$ cat src/sv/fbk_pkg.sv
// fbk_pkg: shared types, constants and helper functions for the fnv1a base-36 key block
// used by every module of the block; depends on nothing
`default_nettype none

package fbk_pkg;

  // hash constants
  localparam logic [31:0] FNV_BASIS = 32'd2166136261;
  localparam logic [31:0] FNV_PRIME = 32'd16777619;

  // base-36 readout
  localparam int unsigned KEY_DIGITS = 7;
  localparam int unsigned DIG_IDX_W  = $clog2(KEY_DIGITS);
  localparam logic [29:0] DIV9_MUL   = 30'h38E38E39;  // ceil(2^33 / 9)
  localparam int unsigned DIV9_SHIFT = 33;
  localparam logic [6:0]  ASCII_ZERO = 7'd48;
  localparam logic [6:0]  ASCII_A_OFS = 7'd87;       // 'a' minus ten
  localparam logic [5:0]  DEC_DIGITS = 6'd10;

  // front-to-back queue
  localparam int unsigned QUEUE_DEPTH_DEF = 2;

  typedef struct packed {
    logic [7:0] data_byte;
    logic       byte_valid;
    logic       end_of_string;
  } in_item_t;

  typedef struct packed {
    logic [6:0]  digit_char;
    logic [31:0] key_hash;
    logic        last_digit;
  } out_item_t;

  // finished hash moving between front, queue and back
  typedef struct packed {
    logic        valid;
    logic [31:0] hash;
  } hash_xfer_t;

  typedef enum logic [1:0] {
    BK_IDLE,
    BK_CONV,
    BK_EMIT
  } back_state_t;

  // one fnv-1a round, product kept modulo 2^32
  function automatic logic [31:0] fnv_round(input logic [31:0] h, input logic [7:0] b);
    logic [31:0] x;
    x = h ^ {24'd0, b};
    return x * FNV_PRIME;
  endfunction

  // v / 36 as (v >> 2) / 9 through a reciprocal multiply
  function automatic logic [31:0] div36(input logic [31:0] v);
    logic [59:0] p;
    p = {30'd0, v[31:2]} * {30'd0, DIV9_MUL};
    return {5'd0, p[59:DIV9_SHIFT]};
  endfunction

  // remainder 0..35 to ascii 0-9, a-z
  function automatic logic [6:0] digit_ascii(input logic [5:0] r);
    logic [6:0] c;
    if (r < DEC_DIGITS) begin
      c = ASCII_ZERO + {1'b0, r};
    end else begin
      c = ASCII_A_OFS + {1'b0, r};
    end
    return c;
  endfunction

endpackage

`default_nettype wire

$ cat src/sv/fbk_front.sv
// fbk_front: running fnv-1a hash, one byte per transfer
// depends on fbk_pkg; hands each finished hash to the queue
`default_nettype none

module fbk_front (
  input  wire logic               clk,
  input  wire logic               rst_n,
  input  wire logic               push,
  input  wire logic               full,
  input  wire fbk_pkg::in_item_t  in_item,
  output fbk_pkg::hash_xfer_t     q_wr
);

  logic [31:0] hash_r, hash_nxt;
  logic [31:0] mixed;
  logic        accept;

  assign accept = push & ~full;

  // hash the byte if it belongs to the string
  always_comb begin
    mixed = in_item.byte_valid ? fbk_pkg::fnv_round(hash_r, in_item.data_byte) : hash_r;
    hash_nxt   = hash_r;
    q_wr.valid = 1'b0;
    q_wr.hash  = mixed;
    if (accept) begin
      if (in_item.end_of_string) begin
        hash_nxt   = fbk_pkg::FNV_BASIS;
        q_wr.valid = 1'b1;
      end else begin
        hash_nxt = mixed;
      end
    end
  end

  always_ff @(posedge clk) begin
    if (!rst_n) begin
      hash_r <= fbk_pkg::FNV_BASIS;
    end else begin
      hash_r <= hash_nxt;
    end
  end

endmodule

`default_nettype wire

$ cat config.mk
export PLATFORM = sky130hd
export DESIGN_NAME = fbk_front
export DESIGN_NICKNAME = d
export VERILOG_FILES = /design/src/sv/fbk_pkg.sv /design/src/sv/fbk_front.sv
export SDC_FILE = /design/constraint.sdc
export NUM_CORES = 1
export LEC_CHECK = 0
export ABC_AREA = 1
export BUFFER_PORTS_ARGS = -buffer_cell sky130_fd_sc_hd__buf_2
export CAP_MARGIN = 25
export CORE_UTILIZATION = 26
export CTS_CLUSTER_DIAMETER = 80
export CTS_CLUSTER_SIZE = 40
export DETAILED_ROUTE_END_ITERATION = 7
export PLACE_DENSITY = 0.45
export SETUP_SLACK_MARGIN = 0.2
export SYNTH_ARGS = -nofsm -noshare
export SYNTH_HDL_FRONTEND = slang
export SYNTH_SLANG_ARGS = --single-unit
export TNS_END_PERCENT = 1
$ cat constraint.sdc
create_clock -name clk -period 5.51 [get_ports clk]
set_clock_uncertainty 0.1 [all_clocks]
set_input_delay 0.2755 -clock clk [delete_from_list [all_inputs] [get_ports clk]]
set_output_delay 0.2755 -clock clk [all_outputs]
set_load 0.02 [all_outputs]
### Word level (Yosys, flattened, before mapping)

Index checks and enable logic that the tools add are counted.
Widths: inputs -> output; s select.

| cells by class | value |
|---|---|
| bitwise logic cells | 3 |
| multiplexer cells | 4 |
| multipliers | 1 |

Operator list:

| operator | number |
|---|---|
| $mux 32 | 2 |
| $mul 32x25->32 const B | 1 |
| $xor 32x8->32 | 1 |
| $mux 1 | 2 |
| $and 1x1->1 | 1 |
| $not 1->1 | 1 |

| word-level totals | value |
|---|---|
| word-level logic and storage cells | 9 |
| bits of input ports | 14 |
| output and inout bits | 33 |
| bits in registers | 32 |

### Logic depth before layout (Yosys ltp)

Gate-level depths: netlist of run 1.

| logic depth | value |
|---|---|
| word-level depth | 4 |
| gate-level depth with buffers | 28 |
| gate-level depth less buffers | 28 |

### Worst setup path after synthesis of run 1

OpenSTA, ideal clock, no wires.

| timing | value |
|---|---|
| path kind | register -> output |
| from | register hash_r[6] |
| to | output q_wr[18] (netlist name) |
| setup slack | 464 ps |
| data required time | 5,135 ps |
| buffers on the path | 0 |
| data arrival time | 4,670 ps |
| stages on the path, launching flop included | 20 |
| cells stage by stage | dfxtp_1 xor2_1 ha_1 ha_1 fa_1 ha_1 fa_1 ha_1 inv_1 fa_1 inv_1 ha_1 nand2_1 inv_1 nand2_2 nor3_1 a21oi_1 or2_1 nand3_1 and2_1 |

RTL lines:

| what | RTL line | source |
|---|---|---|
| start: declaration | fbk_front.sv:14 | `logic [31:0] hash_r, hash_nxt;` |
| start signal: assignment | fbk_front.sv:38 | `hash_r <= fbk_pkg::FNV_BASIS;` |
| start signal: assignment | fbk_front.sv:40 | `hash_r <= hash_nxt;` |
| end: declaration | fbk_front.sv:11 | `output fbk_pkg::hash_xfer_t q_wr` |

==> results of run 1 <==
[per-stage QoR]
stage / setup WS [ns] / util [%] / cell area [um^2] / hold WS, ns / cells
6_report: 0.126 / 36.0 / 11000 / 0.292 / 1653
5_1_grt: -0.0388 / 36.0 / 11000 / 0.316 / 1653
4_1_cts: 0.117 / 34.3 / 10500 / 0.295 / 1646
3_5_place_dp: -0.226 / 30.5 / 9310 / 0.389 / 1625
3_3_place_gp: -0.210 / 30.5 / 9290 / 0.385 / 1624
2_1_floorplan: 0.464 / - / 8040 / 0.361 / 1118
[kinds of logic after synthesis]
kind of cell / after synthesis / share of synthesized area (%)
simple gates: 444 / 23.7
buf+inv: 283 / 13.3
fa+ha+maj: 258 / 47.0
compound gates: 77 / 5.34
flops: 32 / 7.97
xor+xnor: 24 / 2.61
[tightest hold or removal path: cells and delay by family]
family          cells  cell delay, ns
buf+inv             1            0.09
simple gates        2            0.22
compound gates      1            0.05
[cell type report]
| type | instances | area, um^2 | share of cell area [%] |
|---|---|---|---|
| clock buffer | 5 | 125 | 1.14 |
| timing repair buffer | 145 | 1080 | 9.86 |
| multi-input combinational | 803 | 7530 | 68.5 |
| tap | 396 | 495 | 4.51 |
| clock inverter | 3 | 42.5 | 0.387 |
| inverter | 269 | 1020 | 9.28 |
| sequential | 32 | 691 | 6.29 |
[routing by layer]
layer	global-route usage [%]	vias to the layer above	part of all wire (%)
li1	-	3735	-
met1	23.8	3459	48
met2	29.9	89	48
met3	1.46	27	2.2
met4	4.45	0	2.4
met5	0	-	0
[placed cells by master, fill, tap and decap left out, types with 8 or more instances in the layout]
| master | Yosys | final |
|---|---|---|
| buf_2 | 2 | 29 |
| inv_1 | 266 | 242 |
| dfxtp_4 | 0 | 9 |
| nor2_4 | 0 | 9 |
| dfxtp_1 | 32 | 10 |
| nand4_1 | 10 | 10 |
| nor2_1 | 45 | 27 |
| buf_4 | 2 | 99 |
| nor2_2 | 5 | 14 |
| a21oi_1 | 50 | 40 |
| a21oi_2 | 1 | 8 |
| dfxtp_2 | 0 | 13 |
| xnor2_1 | 12 | 11 |
| ha_4 | 0 | 45 |
| buf_6 | 0 | 16 |
| nand3_1 | 74 | 53 |
| fa_1 | 74 | 70 |
| and2_4 | 0 | 12 |
| nand2_4 | 0 | 10 |
| ha_1 | 184 | 132 |
| inv_2 | 2 | 23 |
| or2_2 | 12 | 11 |
| nand2_2 | 4 | 32 |
| nand3_2 | 1 | 21 |
| nand2_1 | 266 | 227 |
[synth_stat cells (6+ instances only)]
cell type,count
fa_1,74
xnor2_1,12
xor2_1,12
nand4_1,10
nand2_1,266
dfxtp_1,32
nor3_1,7
o21ai_0,7
nor2_1,45
nand3_1,74
inv_1,266
a21oi_1,50
or2_2,12
and2_1,16
ha_1,184
clkbuf_1,10
o21bai_1,6
[worst paths after layout]
check	end	startpoint	cells past startpoint	slack (ns)
setup / recovery	q_wr[31]	hash_r[21]	23	0.13
hold / removal	hash_r[21]	in_item[0]	4	0.29
setup reg to reg	hash_r[13]	hash_r[5]	22	0.45
hold reg to reg	hash_r[23]	hash_r[23]	2	0.41
[what timing repair did]
action | 4_1_cts | 5_1_grt
pin swaps | 58 | 91
setup buffers | 13 | 7
hold buffers | 0 | 0
hold endpoints to repair | 0 | 0
setup endpoints to repair | 32 | 22
gates resized for setup | 178 | 135
==> impl_metrics.csv, run 1 <==
group,metric,value,unit
drt,drt_iter0_drc,360,
global_route,grt_antenna_before_repair,0,
sta,slew_headroom,41.1,%
critical_path,setup.worst_path.end_class,"output port",
critical_path,start_kind,"flop",
sta,max_freq,0.186,GHz
sta,slew_viol_final,0,
drt,viasPerCell,4.42,
layout,syn_to_final_growth,36.6,%
synth,synth_top_area_share,28.6,%
layout,nNetsFinal,1528,
hold_path,hold_class,"input pin to flop",
cts,clkTransAtPathRegs,0.07,ns
cts,htree_levels,2,
global_route,overflow,0,
critical_path,critPathRequiredTime,5.13,ns
floorplanning,rows,64,
synth,ys_types,34,
critical_path,path_max_fanout,5,
critical_path,worstPathArrival,5.01,ns
cts,clk_latency,0.30,ns
critical_path,crit_path_cell_trace,"buf_4, ha_1, inv_1, fa_2, inv_1, ha_2, fa_1, fa_1, inv_2, fa_1, inv_2, ha_4, nand2_4, nor2_4, nand2_2, nor3_4, nand2_2, inv_1, nor2_2, nand3_1, nand3_2, and2_4, buf_6",
drt,route.detailed.drc,0,
synth,post-synth-top-area-cell,"ha_1",
global_route,grt_first_pass_wirelength,41600,um
place,place_congestion,0.911,
global_route,grtUsageTotal,17.6,%
synth,synth.net_count,1390,
cts,clock-sinks,32,
synth,synth_area_leaders,"ha_1, fa_1, inv_1",
sta,rsz0062_at_grt,"true",
place,dp_hpwl,22300,um
place,numPortBuffers,46,
floorplanning,core,30500,um^2
synth,synthCells,1118,
floorplanning,ios,47,
drt,drt_wl_total,26700,um
critical_path,cpMaxStageDelayCell,"fa_2",
drt,ant_nets,0,
synth,yosys_warnings,0,
synth,synth_flop_cell,"dfxtp_1",
layout,top_register,"hash_r",
sta,fin_tns_setup,0,ns
critical_path,crit_buf_inv,7,
synth,ys_seq_area_share,7.97,%
drt,dr.pass1.iters,5,
floorplanning,die_area,31600,um^2
job,cap_violations,0,
critical_path,cpPeakStageDelay,0.56,ns
drt,num_vias,7310,
cts,cts_root_buf,"clkbuf_16",
floorplanning,die_y,178,um
critical_path,path_delay_family,"adder cells",
sta,period_needed,5.38,ns
floorplanning,dieWidth,178,um
layout,reg_top3,"hash_r: 32 flops",
synth,async_flop_share,0,%
sta,setup_viol,0,
global_route,grt_max_degree,36,
critical_path,path_class,"flop to output port",
sta,final_hold_viol_count,0,
cts,max-clock-path-buffers,2,
synth,synth-seq-cells,32,
floorplanning,initial_core_util,26.4,%
layout,largest_reg_flops,32,
global_route,grt_pass1_vias,7476,
sta,worst_slew_pin_slew,0.879,ns
synth,syn_area,8040,um^2
synth,syn_avg_cell_area,7.19,um^2
cts,cts_buffers,5,
layout,drive_above_1_share,32.0,%
synth,synth-edff-count,0,
outcome,status,"finished clean",
cts,cts_tree,"built",
layout,fillers,3239,
drt,wl_per_cell,16.1,um
layout,n_antenna_cell,0,
sta,period_share,97.7,%
Power of run 1 is left out: the tool's default activity adds up to more than one toggle a clock period on the data nets, which glitch-free logic cannot reach.
==> run 2, diff against run 1 <==
Settings changed: CORE_ASPECT_RATIO set to 1.5.
==> run 2 against run 1 <==
Effect of this change:
- non-clock buffer count grew 15
- register-to-register slack gained 0.02 ns
- sequential cell count is the same
- utilization grew 0.78 points
- cell area grew 1.6%
- fmax shrank 0.22%
- wire length grew 4.7%
- cell count grew 1.1%
- critical path depth shrank 1
- hold slack lost 0.059 ns
- sequential share of layout area shrank 0.18 points
- worst setup slack lost 0.012 ns
- critical path type unchanged
- highest routed layer unchanged
==> impl_metrics.csv, run 2 (synthesized netlist as in run 1, its figures left out) <==
group,metric,value,unit
cts,clkTransAtPathRegs,0.07,ns
critical_path,r2r-start,"hash_r[18]",
layout,largest_reg_flops,32,
global_route,grtUsageTotal,18.3,%
layout,final_common_cell,"inv_1",
place,place_congestion,0.910,
layout,reg_top3,"hash_r: 32 flops",
critical_path,critPathRequiredTime,5.13,ns
sta,final_hold_viol_count,0,
drt,drt_iter0_drc,307,
critical_path,r2r_slack,0.47,ns
critical_path,path_max_fanout,4,
floorplanning,rows,78,
cts,htree_levels,2,
layout,top_register,"hash_r",
layout,mostFrequentLayoutCells,"inv_1, nand2_1, ha_1",
floorplanning,dieWidth,146,um
sta,slew_headroom,41.4,%
sta,slew_viol_final,0,
drt,route.detailed.drc,0,
floorplanning,ios,47,
job,cap_violations,0,
global_route,grt_pass1_vias,7773,
cts,cts_buffers,5,
hold_path,holdPathStages,4,
drt,num_vias,7496,
layout,seq_area,682,um^2
hold_path,hold_class,"input pin to flop",
sta,period_share,97.9,%
layout,n_antenna_cell,0,
floorplanning,die_y,217,um
critical_path,worstPathArrival,5.02,ns
drt,viasPerCell,4.48,
critical_path,path_class,"flop to output port",
global_route,grt_first_pass_wirelength,43400,um
hold_path,holdPathEnd,"hash_r[3]",
layout,syn_to_final_growth,38.8,%
place,numPortBuffers,46,
global_route,grt_antenna_before_repair,0,
global_route,grt_max_degree,36,
cts,clk_latency,0.30,ns
hold_path,min_from,"in_item[0]",
sta,rsz0062_at_grt,"true",
layout,nNetsFinal,1543,
place,dp_hpwl,23600,um
drt,dr.pass1.iters,5,
floorplanning,initial_core_util,26.5,%
outcome,status,"finished clean",
floorplanning,core,30400,um^2
critical_path,rr_endpoint,"hash_r[30]",
drt,drt_wl_total,27900,um
critical_path,setup.worst_path.end_class,"output port",
global_route,overflow,0,
layout,drive_above_1_share,32.9,%
drt,wl_per_cell,16.7,um
cts,cts_tree,"built",
critical_path,worstRegToRegCells,26,
sta,setup_viol,0,
drt,ant_nets,0,
layout,fillers,3138,
cts,clock-sinks,32,
layout,multiInputGateArea,7570,um^2
sta,worst_slew_pin_slew,0.879,ns
floorplanning,die_area,31700,um^2
critical_path,start_kind,"flop",
cts,cts_root_buf,"clkbuf_16",
sta,period_needed,5.40,ns
cts,max-clock-path-buffers,2,
sta,max_freq,0.185,GHz
sta,hold_ws,0.233,ns
run 2: changes by cell type in the layout (fill, tap and decap cells not counted), sizes merged:
cell,change
inv,-1
clkbuf,+1
clkinv,+1
clkinvlp,-1
buf,+15
run 2: area by class of cell:
cell class | instances | share of cell area, %
timing repair buffer | 160 | 11.0
inverter | 269 | 9.11
clock buffer | 6 | 1.15
clock inverter | 2 | 0.314
multi-input combinational | 803 | 67.8
tap | 400 | 4.48
sequential | 32 | 6.11
run 2: metal layers:
| metal | GRT usage, % | vias up | routed length, um |
|---|---|---|---|
| li1 | - | 3766 | - |
| met1 | 19.4 | 3530 | 10500 |
| met2 | 35.9 | 143 | 15100 |
| met3 | 1.26 | 57 | 788 |
| met4 | 9.26 | 0 | 1610 |
| met5 | 0 | - | 0 |
run 2: worst max-delay path by stage:
| stage | startpoint | end | slack (ns) |
|---|---|---|---|
| floorplan | hash_r[6] | q_wr[18] | 0.46 |
| global placement | in_item[8] | q_wr[23] | -0.18 |
| detailed placement | in_item[8] | q_wr[23] | -0.27 |
| CTS | hash_r[18] | q_wr[31] | 0.08 |
| global route | hash_r[18] | q_wr[28] | -0.08 |
| finish | hash_r[18] | q_wr[29] | 0.11 |
run 2: worst max-delay path, stage by stage, from the launching register on:
cell and delay [ns]:
dfxtp_4 0.39, buf_4 0.15, ha_4 0.26, ha_4 0.19, fa_1 0.49, ha_1 0.14
inv_1 0.05, fa_1 0.47, inv_1 0.05, fa_1 0.50, inv_2 0.04, fa_1 0.39
inv_1 0.11, ha_4 0.23, a21oi_2 0.21, a21boi_1 0.20, nand2_1 0.10, a21oi_2 0.13
nand2_1 0.07, nand2_1 0.08, nand3_2 0.12, and2_1 0.22, buf_4 0.15
run 2: per-stage QoR:
step | setup WS [ns] | area [um^2] | setup TNS [ns] | std cells | utilization, %
2_1_floorplan | 0.464 | 8040 | 0 | 1118 | -
3_3_place_gp | -0.183 | 9370 | -2.08 | 1636 | 30.9
3_5_place_dp | -0.268 | 9400 | -3.41 | 1637 | 31.0
4_1_cts | 0.0813 | 10500 | 0 | 1660 | 34.6
5_1_grt | -0.0790 | 11200 | -0.339 | 1672 | 36.8
6_report | 0.114 | 11200 | 0 | 1672 | 36.8
run 2: timing repair:
action	4_1_cts	5_1_grt
buffers inserted	15	11
resized for setup	182	135
pin swaps	60	90
setup endpoints to repair	39	26
gates cloned	0	0
hold buffers	0	0
Power of run 2 is left out for the same reason.
