**src/sv/fbk_pkg.sv**
```systemverilog
// fbk_pkg: shared types, constants and helper functions for the fnv1a base-36 key block
// used by every module of the block; depends on nothing
`default_nettype none

package fbk_pkg;

  // hash constants
  localparam logic [31:0] FNV_BASIS = 32'd2166136261;
  localparam logic [31:0] FNV_PRIME = 32'd16777619;

  // base-36 readout
  localparam int unsigned KEY_DIGITS = 7;
  localparam int unsigned DIG_IDX_W  = $clog2(KEY_DIGITS);
  localparam logic [29:0] DIV9_MUL   = 30'h38E38E39;  // ceil(2^33 / 9)
  localparam int unsigned DIV9_SHIFT = 33;
  localparam logic [6:0]  ASCII_ZERO = 7'd48;
  localparam logic [6:0]  ASCII_A_OFS = 7'd87;       // 'a' minus ten
  localparam logic [5:0]  DEC_DIGITS = 6'd10;

  // front-to-back queue
  localparam int unsigned QUEUE_DEPTH_DEF = 2;

  typedef struct packed {
    logic [7:0] data_byte;
    logic       byte_valid;
    logic       end_of_string;
  } in_item_t;

  typedef struct packed {
    logic [6:0]  digit_char;
    logic [31:0] key_hash;
    logic        last_digit;
  } out_item_t;

  // finished hash moving between front, queue and back
  typedef struct packed {
    logic        valid;
    logic [31:0] hash;
  } hash_xfer_t;

  typedef enum logic [1:0] {
    BK_IDLE,
    BK_CONV,
    BK_EMIT
  } back_state_t;

  // one fnv-1a round, product kept modulo 2^32
  function automatic logic [31:0] fnv_round(input logic [31:0] h, input logic [7:0] b);
    logic [31:0] x;
    x = h ^ {24'd0, b};
    return x * FNV_PRIME;
  endfunction

  // v / 36 as (v >> 2) / 9 through a reciprocal multiply
  function automatic logic [31:0] div36(input logic [31:0] v);
    logic [59:0] p;
    p = {30'd0, v[31:2]} * {30'd0, DIV9_MUL};
    return {5'd0, p[59:DIV9_SHIFT]};
  endfunction

  // remainder 0..35 to ascii 0-9, a-z
  function automatic logic [6:0] digit_ascii(input logic [5:0] r);
    logic [6:0] c;
    if (r < DEC_DIGITS) begin
      c = ASCII_ZERO + {1'b0, r};
    end else begin
      c = ASCII_A_OFS + {1'b0, r};
    end
    return c;
  endfunction

endpackage

`default_nettype wire

```
**src/sv/fbk_queue.sv**
```systemverilog
// fbk_queue: short queue of finished hashes between front and back
// depends on fbk_pkg for the transfer struct
`default_nettype none

module fbk_queue #(
  parameter int unsigned DEPTH = fbk_pkg::QUEUE_DEPTH_DEF
) (
  input  wire logic                clk,
  input  wire logic                rst_n,
  input  wire fbk_pkg::hash_xfer_t q_wr,
  output logic                     full,
  output fbk_pkg::hash_xfer_t      q_head,
  input  wire logic                q_pop
);

  localparam int unsigned PTR_W = $clog2(DEPTH);
  localparam int unsigned CNT_W = $clog2(DEPTH + 1);

  logic [31:0]      slot_r [DEPTH];
  logic [PTR_W-1:0] wr_ptr_r, wr_ptr_nxt;
  logic [PTR_W-1:0] rd_ptr_r, rd_ptr_nxt;
  logic [CNT_W-1:0] cnt_r, cnt_nxt;
  logic             do_wr, do_rd;

  assign full         = (cnt_r == CNT_W'(DEPTH));
  assign q_head.valid = (cnt_r != '0);
  assign q_head.hash  = slot_r[rd_ptr_r];
  assign do_wr        = q_wr.valid & ~full;
  assign do_rd        = q_pop & q_head.valid;

  // pointer and fill count update
  always_comb begin
    wr_ptr_nxt = wr_ptr_r;
    rd_ptr_nxt = rd_ptr_r;
    cnt_nxt    = cnt_r;
    if (do_wr) begin
      wr_ptr_nxt = (wr_ptr_r == PTR_W'(DEPTH - 1)) ? '0 : wr_ptr_r + 1'b1;
    end
    if (do_rd) begin
      rd_ptr_nxt = (rd_ptr_r == PTR_W'(DEPTH - 1)) ? '0 : rd_ptr_r + 1'b1;
    end
    if (do_wr && !do_rd) begin
      cnt_nxt = cnt_r + 1'b1;
    end else if (do_rd && !do_wr) begin
      cnt_nxt = cnt_r - 1'b1;
    end
  end

  always_ff @(posedge clk) begin
    if (!rst_n) begin
      wr_ptr_r <= '0;
      rd_ptr_r <= '0;
      cnt_r    <= '0;
    end else begin
      wr_ptr_r <= wr_ptr_nxt;
      rd_ptr_r <= rd_ptr_nxt;
      cnt_r    <= cnt_nxt;
    end
  end

  // slot storage
  always_ff @(posedge clk) begin
    if (do_wr) begin
      slot_r[wr_ptr_r] <= q_wr.hash;
    end
  end

endmodule

`default_nettype wire

```
**config.mk**
```make
export PLATFORM = sky130hd
export DESIGN_NAME = fbk_queue
export DESIGN_NICKNAME = d
export VERILOG_FILES = /design/src/sv/fbk_pkg.sv /design/src/sv/fbk_queue.sv
export SDC_FILE = /design/constraint.sdc
export NUM_CORES = 1
export LEC_CHECK = 0
export ABC_AREA = 1
export BUFFER_PORTS_ARGS = -buffer_cell sky130_fd_sc_hd__buf_2
export CAP_MARGIN = 20
export CORE_MARGIN = 5
export CORE_UTILIZATION = 30
export DETAILED_ROUTE_END_ITERATION = 10
export GPL_ROUTABILITY_DRIVEN = 0
export PLACE_DENSITY = 0.56
export SYNTH_ARGS = -nofsm -noshare
export SYNTH_HDL_FRONTEND = slang
export SYNTH_SLANG_ARGS = --single-unit
```
**constraint.sdc**
```tcl
create_clock -name clk -period 2.5 [get_ports clk]
set_clock_uncertainty 0.1 [all_clocks]
set_input_delay 0.5 -clock clk [delete_from_list [all_inputs] [get_ports clk]]
set_output_delay 0.5 -clock clk [all_outputs]
set_load 0.02 [all_outputs]
```
== Yosys cells after proc, flatten, opt, wreduce, memory -nomap -nowiden ==
Memory sizes are Yosys's and may differ from the RTL's. A register that Yosys moved wholly into a read port is not among the register bits.
Cells that the tools add are included.
Storage, ports and cells
  bits in writable memories: 64
  register bits after elaboration: 4
  logic and storage cells: 26
  memories kept: 1
Cells by class
  muxes and demuxes: 8
  add/subtract/negate cells: 4
  reductions and logical operators: 6
  bitwise logic cells: 3
  eq/ne operators: 1
Memories
  slot_r: depth 2, bits a word 32, read ports 1, clocked after memory_dff 1, wr ports 1, RTL line fbk_queue.sv:19  | logic [31:0] slot_r [DEPTH];
Operator list (number)
  2-to-1 mux 1 bit: 6
  2-to-1 mux 2 bit: 2
  nonzero test 2 bit: 2
  adder 1 bit (second input constant): 2
  adder 2 x 1 -> 2 bit (second input constant): 1
  AND 1 bit: 2
  == test 2 bit (second input constant): 1
  logical AND 1 bit: 2
  logical NOT 1 bit: 2
  subtractor 2 x 1 -> 2 bit (second input constant): 1
  inverter 1 bit: 1

== Depth between registers and ports, before layout ==
Gate-level depths: netlist of the first run.
  depth after elaboration: 7
  gate-level depth with buffers: 10
  gate-level depth less buffers: 10

== Least setup slack after synthesis of the first run ==
OpenSTA, ideal clock, no wires.
  path type: input port to flip-flop
  start: input port q_wr[32] (netlist name)
  end: memory slot_r[1][0], enable pin
  setup slack: 57 ps
  path buffers: 0
  stages: 2
  setup time: 421 ps
  data required time: 1979 ps
  data arrival time: 1922 ps
  cells stage by stage: o21ai_2 > nor2_1
On the way
  cells in the longest elaborated chain, start to end: 3
RTL lines
  start, declared: RTL line fbk_queue.sv:10  | input wire fbk_pkg::hash_xfer_t q_wr,
  AND 1 bit: RTL line fbk_queue.sv:28  | assign do_wr = q_wr.valid & ~full;
  2-to-1 mux 1 bit: RTL line fbk_queue.sv:63  | if (do_wr) begin
  2-to-1 mux 1 bit (implied by the code): RTL line fbk_queue.sv:64  | slot_r[wr_ptr_r] <= q_wr.hash;
  end, declared: RTL line fbk_queue.sv:19
Every way passes these cells.

==> results.txt, run 1 <==
* Synthesis-to-layout area growth: 23.6%
- The flow ran to the end, and the final reports show no timing, DRC or antenna violations.
- IR Drop Worst-Case VDD: 0.248 mV
* Number of flops mapped to enable cells by yosys: 64
* Hold path startpoint: q_wr[29]
- Of all cell types, the one taking the most synthesized area is sky130_fd_sc_hd__edfxtp_1.
- Commonest cells post-synth: sky130_fd_sc_hd__edfxtp_1 (64), sky130_fd_sc_hd__mux2_4 (30), sky130_fd_sc_hd__nor2_1 (9), sky130_fd_sc_hd__inv_1 (7), sky130_fd_sc_hd__nand2_1 (7)
- The die covers 11000 sq um.
- The min-delay analysis places its worst path in the category in -> reg.
* Beginning of the worst register-to-register path: cnt_r[1]$_SDFFE_PN0P_
* Antenna fix cells: 0
- In the final timing run, aggregate negative setup slack is 0 ns.
* R2R Setup Slk: 0.86 ns
- Worst setup EP type: output port
- Measured against its own limit, the worst slew margin works out to 73.6%.
* Crit start category: flip-flop
- Die span in y: 105 microns
* RSZ-0062 raised after global routing: no
- At the later pin of the worst-skew pair, clock insertion delay measures 0.33 ns.
- Sorting the synthesized cells by area gives the leading types as sky130_fd_sc_hd__edfxtp_1 (71%), sky130_fd_sc_hd__mux2_4 (17%), sky130_fd_sc_hd__dfxtp_1 (3.7%), sky130_fd_sc_hd__buf_12 (2.2%), sky130_fd_sc_hd__nor2_1 (1.2%).
* Count of fill cells added during filler insertion: 851
- Ratio of total power to cell area: 999 nW/um^2
- Vias in the first global route: 1449
- Sequential cell area: 2020 sq um
* Number of max-cap violations: 0
* Number of buffers on the longest clock path: 2
- Largest fanout on the critical path: 32
- The total count of hold-check failures in the final report is 0.
- The total overflow left after global routing is 0.
* Layout cells sized above 1: 55.5%
- Flip-flop cell with the highest count after synthesis: sky130_fd_sc_hd__edfxtp_1
- Before antenna repair, the detailed router went through 4 iterations.
- Counting flops and latches in the post-synthesis netlist gives 69.
* Total length of routed wires: 4.82 mm
- Upper clock frequency limit: 484 MHz
* Total number of vias: 1406
- At the worst endpoint, the arrival time is 1.47 ns.
* Critical path destination: q_head[15]
- Netlist area before placement: 2710 sq um
- After floorplanning, the core was divided into 34 placement rows.
- First DRT Iteration DRCs: 30
- Post-route core utilization: 38.2%
* Total clock buffers created by CTS: 9
- By instance count, the leading cell after synthesis is sky130_fd_sc_hd__edfxtp_1.
- Dividing the synthesized area by the synthesized cell count gives 19.8 sq um.
- Share of the synthesized area in the top cell type: 70.9%
- Proportion of synthesized flip-flops having asynchronous set or reset: 0%
- # Post-CTS Setup Buffers: 0
- For this run, the total global-route usage over all layers was measured as 8.93%.
- For this design, the CTS-stage hold fixing added 0 buffers.
- Clock-pin slew of the registers on the worst-case setup and hold paths: 0.07 ns
* Transition time of the tightest slew-check pin: 0.397 ns
- Static leakage: 1.33 nW
- Combined area of the multi-input logic cells: 603 sq um
* Wire length of the first global-routing pass: 7.51 mm
- The region available for standard cell placement spans 8760 sq um.
- Measured along the x axis, the die boundary spans 105 microns.
* Post-route ant nets: 0
- Count of yosys warnings during synthesis: 0
- Count of pins over their slew limit: 0
* Via density per instance: 4.29
* Htree depth: 3
* Number of nets at the end of the flow: 253
- Required time of the critical path: 1.90 ns
- Counting distinct cell types in the post-synthesis netlist gives 17.
- When the netlist entered floorplanning its net count stood at 174.
- Effective utilization at floorplan: 30.9%
* Worst reg-to-reg path cell count: 9
* Number of gates resized after CTS: 0
- WL per Instance: 14.7 microns
- Type of the worst setup path: reg -> out
* Portion of the clock cycle consumed by the worst path in the final layout: 82.7%
- TritonCTS built the clock tree.
- Clk sinks: 69
- Post-layout minimum cycle time: 2.07 ns
- Setup violation total in the final timing report: 0
- The tree is rooted in a sky130_fd_sc_hd__clkbuf_8.
- Of the synthesized area, sequential elements account for 74.6%.
- Counting every instance in the synthesized netlist gives 137.
* Antenna violations before repair: 0
- DP HPWL: 3.29 mm
- Worst reg2reg path endpoint: cnt_r[1]$_SDFFE_PN0P_
- In the routed design, unresolved DRC markers number 0.
* IO Count: 70
* Count of input and output buffers: 69
* Pin count of the biggest net entering global routing: 33
## metal layers
metal	global-route usage (%)	up-vias	share of wire (%)
met1	10.6	680	42
li1	-	672	-
met2	13.8	50	49
met5	0	-	0
met4	5.21	0	1.7
met3	3.51	4	7.7
## state kept, by name, indices dropped and copies added, names as in the netlist, named ones only
register  cells
wr_ptr_r      1
rd_ptr_r      1
cnt_r         2
slot_r       64
## worst max-delay path: stages, from the launching register on
cell and delay [ns]:
sky130_fd_sc_hd__dfxtp_2 0.34, sky130_fd_sc_hd__buf_12 0.25, sky130_fd_sc_hd__mux2_2 0.37, sky130_fd_sc_hd__buf_2 0.16
## logic make-up after synthesis
family	synth area share, %
simple gates	2.63
mux	17.4
fa+ha+maj	0.461
buf+inv	3.74
compound gates	1.15
flops	74.6
## how the worst min path moves through the flow
| stage | end | slack, ns | cells past startpoint |
|---|---|---|---|
| 2_1_floorplan | flip-flop | 0.37 | 2 |
| 3_3_place_gp | rd_ptr_r$_SDFFE_PN0P_ | 0.38 | 2 |
| 3_5_place_dp | rd_ptr_r$_SDFFE_PN0P_ | 0.40 | 2 |
| 4_1_cts | slot_r[0][29]$_DFFE_PP_ | 0.23 | 1 |
| 5_1_grt | slot_r[1][29]$_DFFE_PP_ | 0.23 | 1 |
| 6_report | slot_r[0][29]$_DFFE_PP_ | 0.25 | 1 |
## layout make-up
| cell class | instances | share of cell area [%] |
|---|---|---|
| repair buffers | 72 | 11.4 |
| clock inverters | 6 | 1.64 |
| multi-input cells | 56 | 18.0 |
| well taps | 108 | 4.03 |
| clock buffers | 9 | 3.70 |
| inverters | 8 | 0.896 |
| flip-flops and latches | 69 | 60.4 |
## report_power, final
| group | switching (mW) | internal, mW |
|---|---|---|
| Combinational | 0.570 | 0.433 |
| Sequential | 0.0570 | 1.46 |
| Clock | 0.379 | 0.444 |
| Total | 1.01 | 2.34 |
## cells in the final DEF (no fill, tap or decap), types with 2 or more instances in the layout
cell type	instances
sky130_fd_sc_hd__buf_2	69
sky130_fd_sc_hd__buf_4	2
sky130_fd_sc_hd__clkbuf_8	9
sky130_fd_sc_hd__clkinv_1	2
sky130_fd_sc_hd__clkinv_2	2
sky130_fd_sc_hd__dfxtp_1	4
sky130_fd_sc_hd__edfxtp_1	64
sky130_fd_sc_hd__inv_1	7
sky130_fd_sc_hd__mux2_2	2
sky130_fd_sc_hd__mux2_4	30
sky130_fd_sc_hd__nand2_1	7
sky130_fd_sc_hd__nor2_1	7
sky130_fd_sc_hd__nor2_4	2
sky130_fd_sc_hd__o21ai_0	2
## through the flow
step	area, sq um	worst slack (ns)	instances	hold WS, ns	power, mW
after floorplan	2710	0.0569	137	0.367	2.32
after global placement	3170	0.757	313	0.377	2.57
after detailed placement	3170	0.752	313	0.398	2.57
after CTS	3350	0.400	328	0.233	3.41
after global routing	3350	0.377	328	0.226	3.54
final	3350	0.433	328	0.254	3.35
No activity file was read; power rests on OpenSTA's default activity.
==> run 2: changes to the inputs <==
--- a/config.mk
+++ b/config.mk
@@ -12,7 +12,7 @@
 export CORE_UTILIZATION = 30
 export DETAILED_ROUTE_END_ITERATION = 10
 export GPL_ROUTABILITY_DRIVEN = 0
-export PLACE_DENSITY = 0.56
+export PLACE_DENSITY = 0.54
 export SYNTH_ARGS = -nofsm -noshare
 export SYNTH_HDL_FRONTEND = slang
 export SYNTH_SLANG_ARGS = --single-unit
==> constraint.sdc (replaced) <==
create_clock -name clk -period 2.1 [get_ports clk]
set_clock_uncertainty 0.1 [all_clocks]
set_input_delay 0.42 -clock clk [delete_from_list [all_inputs] [get_ports clk]]
set_output_delay 0.42 -clock clk [all_outputs]
set_load 0.02 [all_outputs]
==> results.txt, run 2 (same netlist as run 1, synthesis figures left out) <==
- Cell count after placement: 316
- The worst register-to-register path begins at cnt_r[1]$_SDFFE_PN0P_.
- The count of cells in the finished layout, fillers not included, comes to 332.
- Entering global routing, the biggest net connects 24 pins.
* Post-route core utilization: 38.6%
- Global routing finished with a remaining overflow of 0.
* Slew headroom: 78.3%
* Transition time of the tightest slew-check pin: 0.326 ns
- TritonCTS built the clock tree.
- Dividing the detail-routed via count by the number of cells gives 4.20.
- Setup repair after global routing left no endpoint under its margin.
- The path with the worst hold slack has its endpoint at slot_r[0][8]$_DFFE_PP_.
* Count of pins over their slew limit: 0
- Met1 usage: 9.71%
* Antenna fix cells: 0
- Clk sinks: 69
* Total clock buffers created by CTS: 9
- At the worst endpoint, the required time is 1.58 ns.
* Routing usage on met3: 3.27%
- In this run the horizontal extent of the chip is 105 microns.
- Final Worst Setup Slack: 0.147 ns
* Count of input and output buffers: 69
* Number of buffers on the longest clock path: 2
* DP HPWL: 3.27 mm
- Wire length of the first global-routing pass: 7.39 mm
* Number of hold violations in the final report: 0
- Gates resized during post-CTS repair numbered 0.
* Setup violation total in the final timing report: 0
* Most frequent cells in the layout: sky130_fd_sc_hd__buf_2 (69), sky130_fd_sc_hd__edfxtp_1 (64), sky130_fd_sc_hd__mux2_4 (30)
- Number of max-cap violations: 0
- Post-route setup TNS: 0 ns
* Met2 capacity usage during global routing: 14.6%
- Crit start category: flip-flop
* Clock-pin slew of the registers on the worst-case setup and hold paths: 0.07 ns
- For this block, the routed nets add up to 4.67 mm of wire.
- Timing would allow up to 512 MHz.
* Aggregate global-route resource usage: 8.87%
- Worst reg2reg path endpoint: cnt_r[1]$_SDFFE_PN0P_
- Core area: 8760 sq um
- The global routing stage identified its most utilized layer as met2.
- Hold path startpoint: q_wr[8]
- For this design the static power due to leakage is 1.36 nW.
- Pre-antenna DRT Iters: 4
* R2R Setup Slk: 0.47 ns
- For this run, design rule violations remaining after detail routing come to 0.
- The placed instances occupy a cell area of 3190 sq um.
- After the last flow step, the layout net total stands at 256.
* Smallest hold slack: 0.174 ns
- CTS built an H-tree with a depth of 3.
- IR Drop Worst-Case VDD: 0.495 mV
- In this run the worst path has a maximum fanout of 11.
* Total power of the final layout: 4.05 mW
- The min-delay analysis places its worst path in the category in -> reg.
- Largest register by flop count: slot_r
- Antenna violations before repair: 0
- In this run, the number of DRC markers left after iteration 0 of detailed routing was 30.
- Worst setup EP type: output port
* Ratio of total power to cell area: 1200 nW/um^2
- Die span in y: 105 microns
- Subtracting the final worst setup slack from the clock period gives 1.95 ns.
* Vias in the first global route: 1533
- After routing the design area is 3390 sq um.
* WL per Instance: 14.1 microns
- The largest registers in the layout are slot_r x64, cnt_r x2.
- For the worst-skew pair, the clock arrives at the later sink with an insertion delay of 0.33 ns.
- Hold bufs inserted after CTS: 0
- Once the floorplan was initialized, standard cells occupied 30.9% of the core.
- Root cell of the clock tree: sky130_fd_sc_hd__clkbuf_8
- The routed layout has 1396 vias.
- Type of the worst setup path: reg -> out
- At the placement stage, the worst setup path has a slack of 0.467 ns.
- Flip-flop count of the largest register, all copies and words added: 64
* Post-route ant nets: 0
- Area of the die: 11000 sq um
- Synthesis-to-layout area growth: 24.9%
- The flow ran to the end, and the final reports show no timing, DRC or antenna violations.
- Std-Cell Rows: 34
* Worst reg-to-reg path cell count: 9
- Most common library cell in the layout ignoring fill and taps: sky130_fd_sc_hd__buf_2
- Arrival time at the worst endpoint: 1.43 ns
* IO Count: 70
* Portion of the clock cycle consumed by the worst path in the final layout: 93.0%
- Buffers added to address setup during post-CTS repair amount to 0.
- Hold Crit Depth: 1
* Layout cells sized above 1: 56.3%
run 2: changes by cell type in the layout (fill, tap and decap cells not counted), sizes merged:
cell / change
buf: +3
clkbuf: +2
clkinv: -1
run 2: worst max path at each step:
| stage | to | slack, ns | from |
|---|---|---|---|
| 2_1_floorplan | slot_r[1][0]$_DFFE_PP_ | -0.27 | cnt_r[0]$_SDFFE_PN0P_ |
| 3_3_place_gp | q_head[15] | 0.50 | flip-flop |
| 3_5_place_dp | cnt_r[1]$_SDFFE_PN0P_ | 0.47 | cnt_r[1]$_SDFFE_PN0P_ |
| 4_1_cts | q_head[15] | 0.11 | flip-flop |
| 5_1_grt | q_head[9] | 0.06 | flip-flop |
| 6_report | q_head[15] | 0.15 | flip-flop |
run 2: power breakdown:
part / total (mW) / internal (mW) / switching, mW
registers: 1.81 / 1.74 / 0.0677
logic: 1.21 / 0.531 / 0.682
clock network: 1.03 / 0.573 / 0.454
run 2: routing by layer:
layer	up-vias	part of all wire [%]
li1	674	-
met1	658	41
met2	54	50
met3	10	7.3
met4	0	2.5
met5	-	0
run 2: cell type report:
| class | instances | area (sq um) |
|---|---|---|
| clock inverter | 5 | 51.3 |
| timing repair buffer | 75 | 403 |
| fill | 852 | 5380 |
| clock buffer | 11 | 141 |
| inverter | 8 | 30.0 |
| tap | 108 | 135 |
| sequential | 69 | 2020 |
| multi-input combinational | 56 | 603 |
run 2: critical path, cell delays in order (launching register included):
cell and delay [ns]:
sky130_fd_sc_hd__dfxtp_2 0.35, sky130_fd_sc_hd__buf_4 0.23, sky130_fd_sc_hd__mux2_2 0.36, sky130_fd_sc_hd__buf_2 0.16
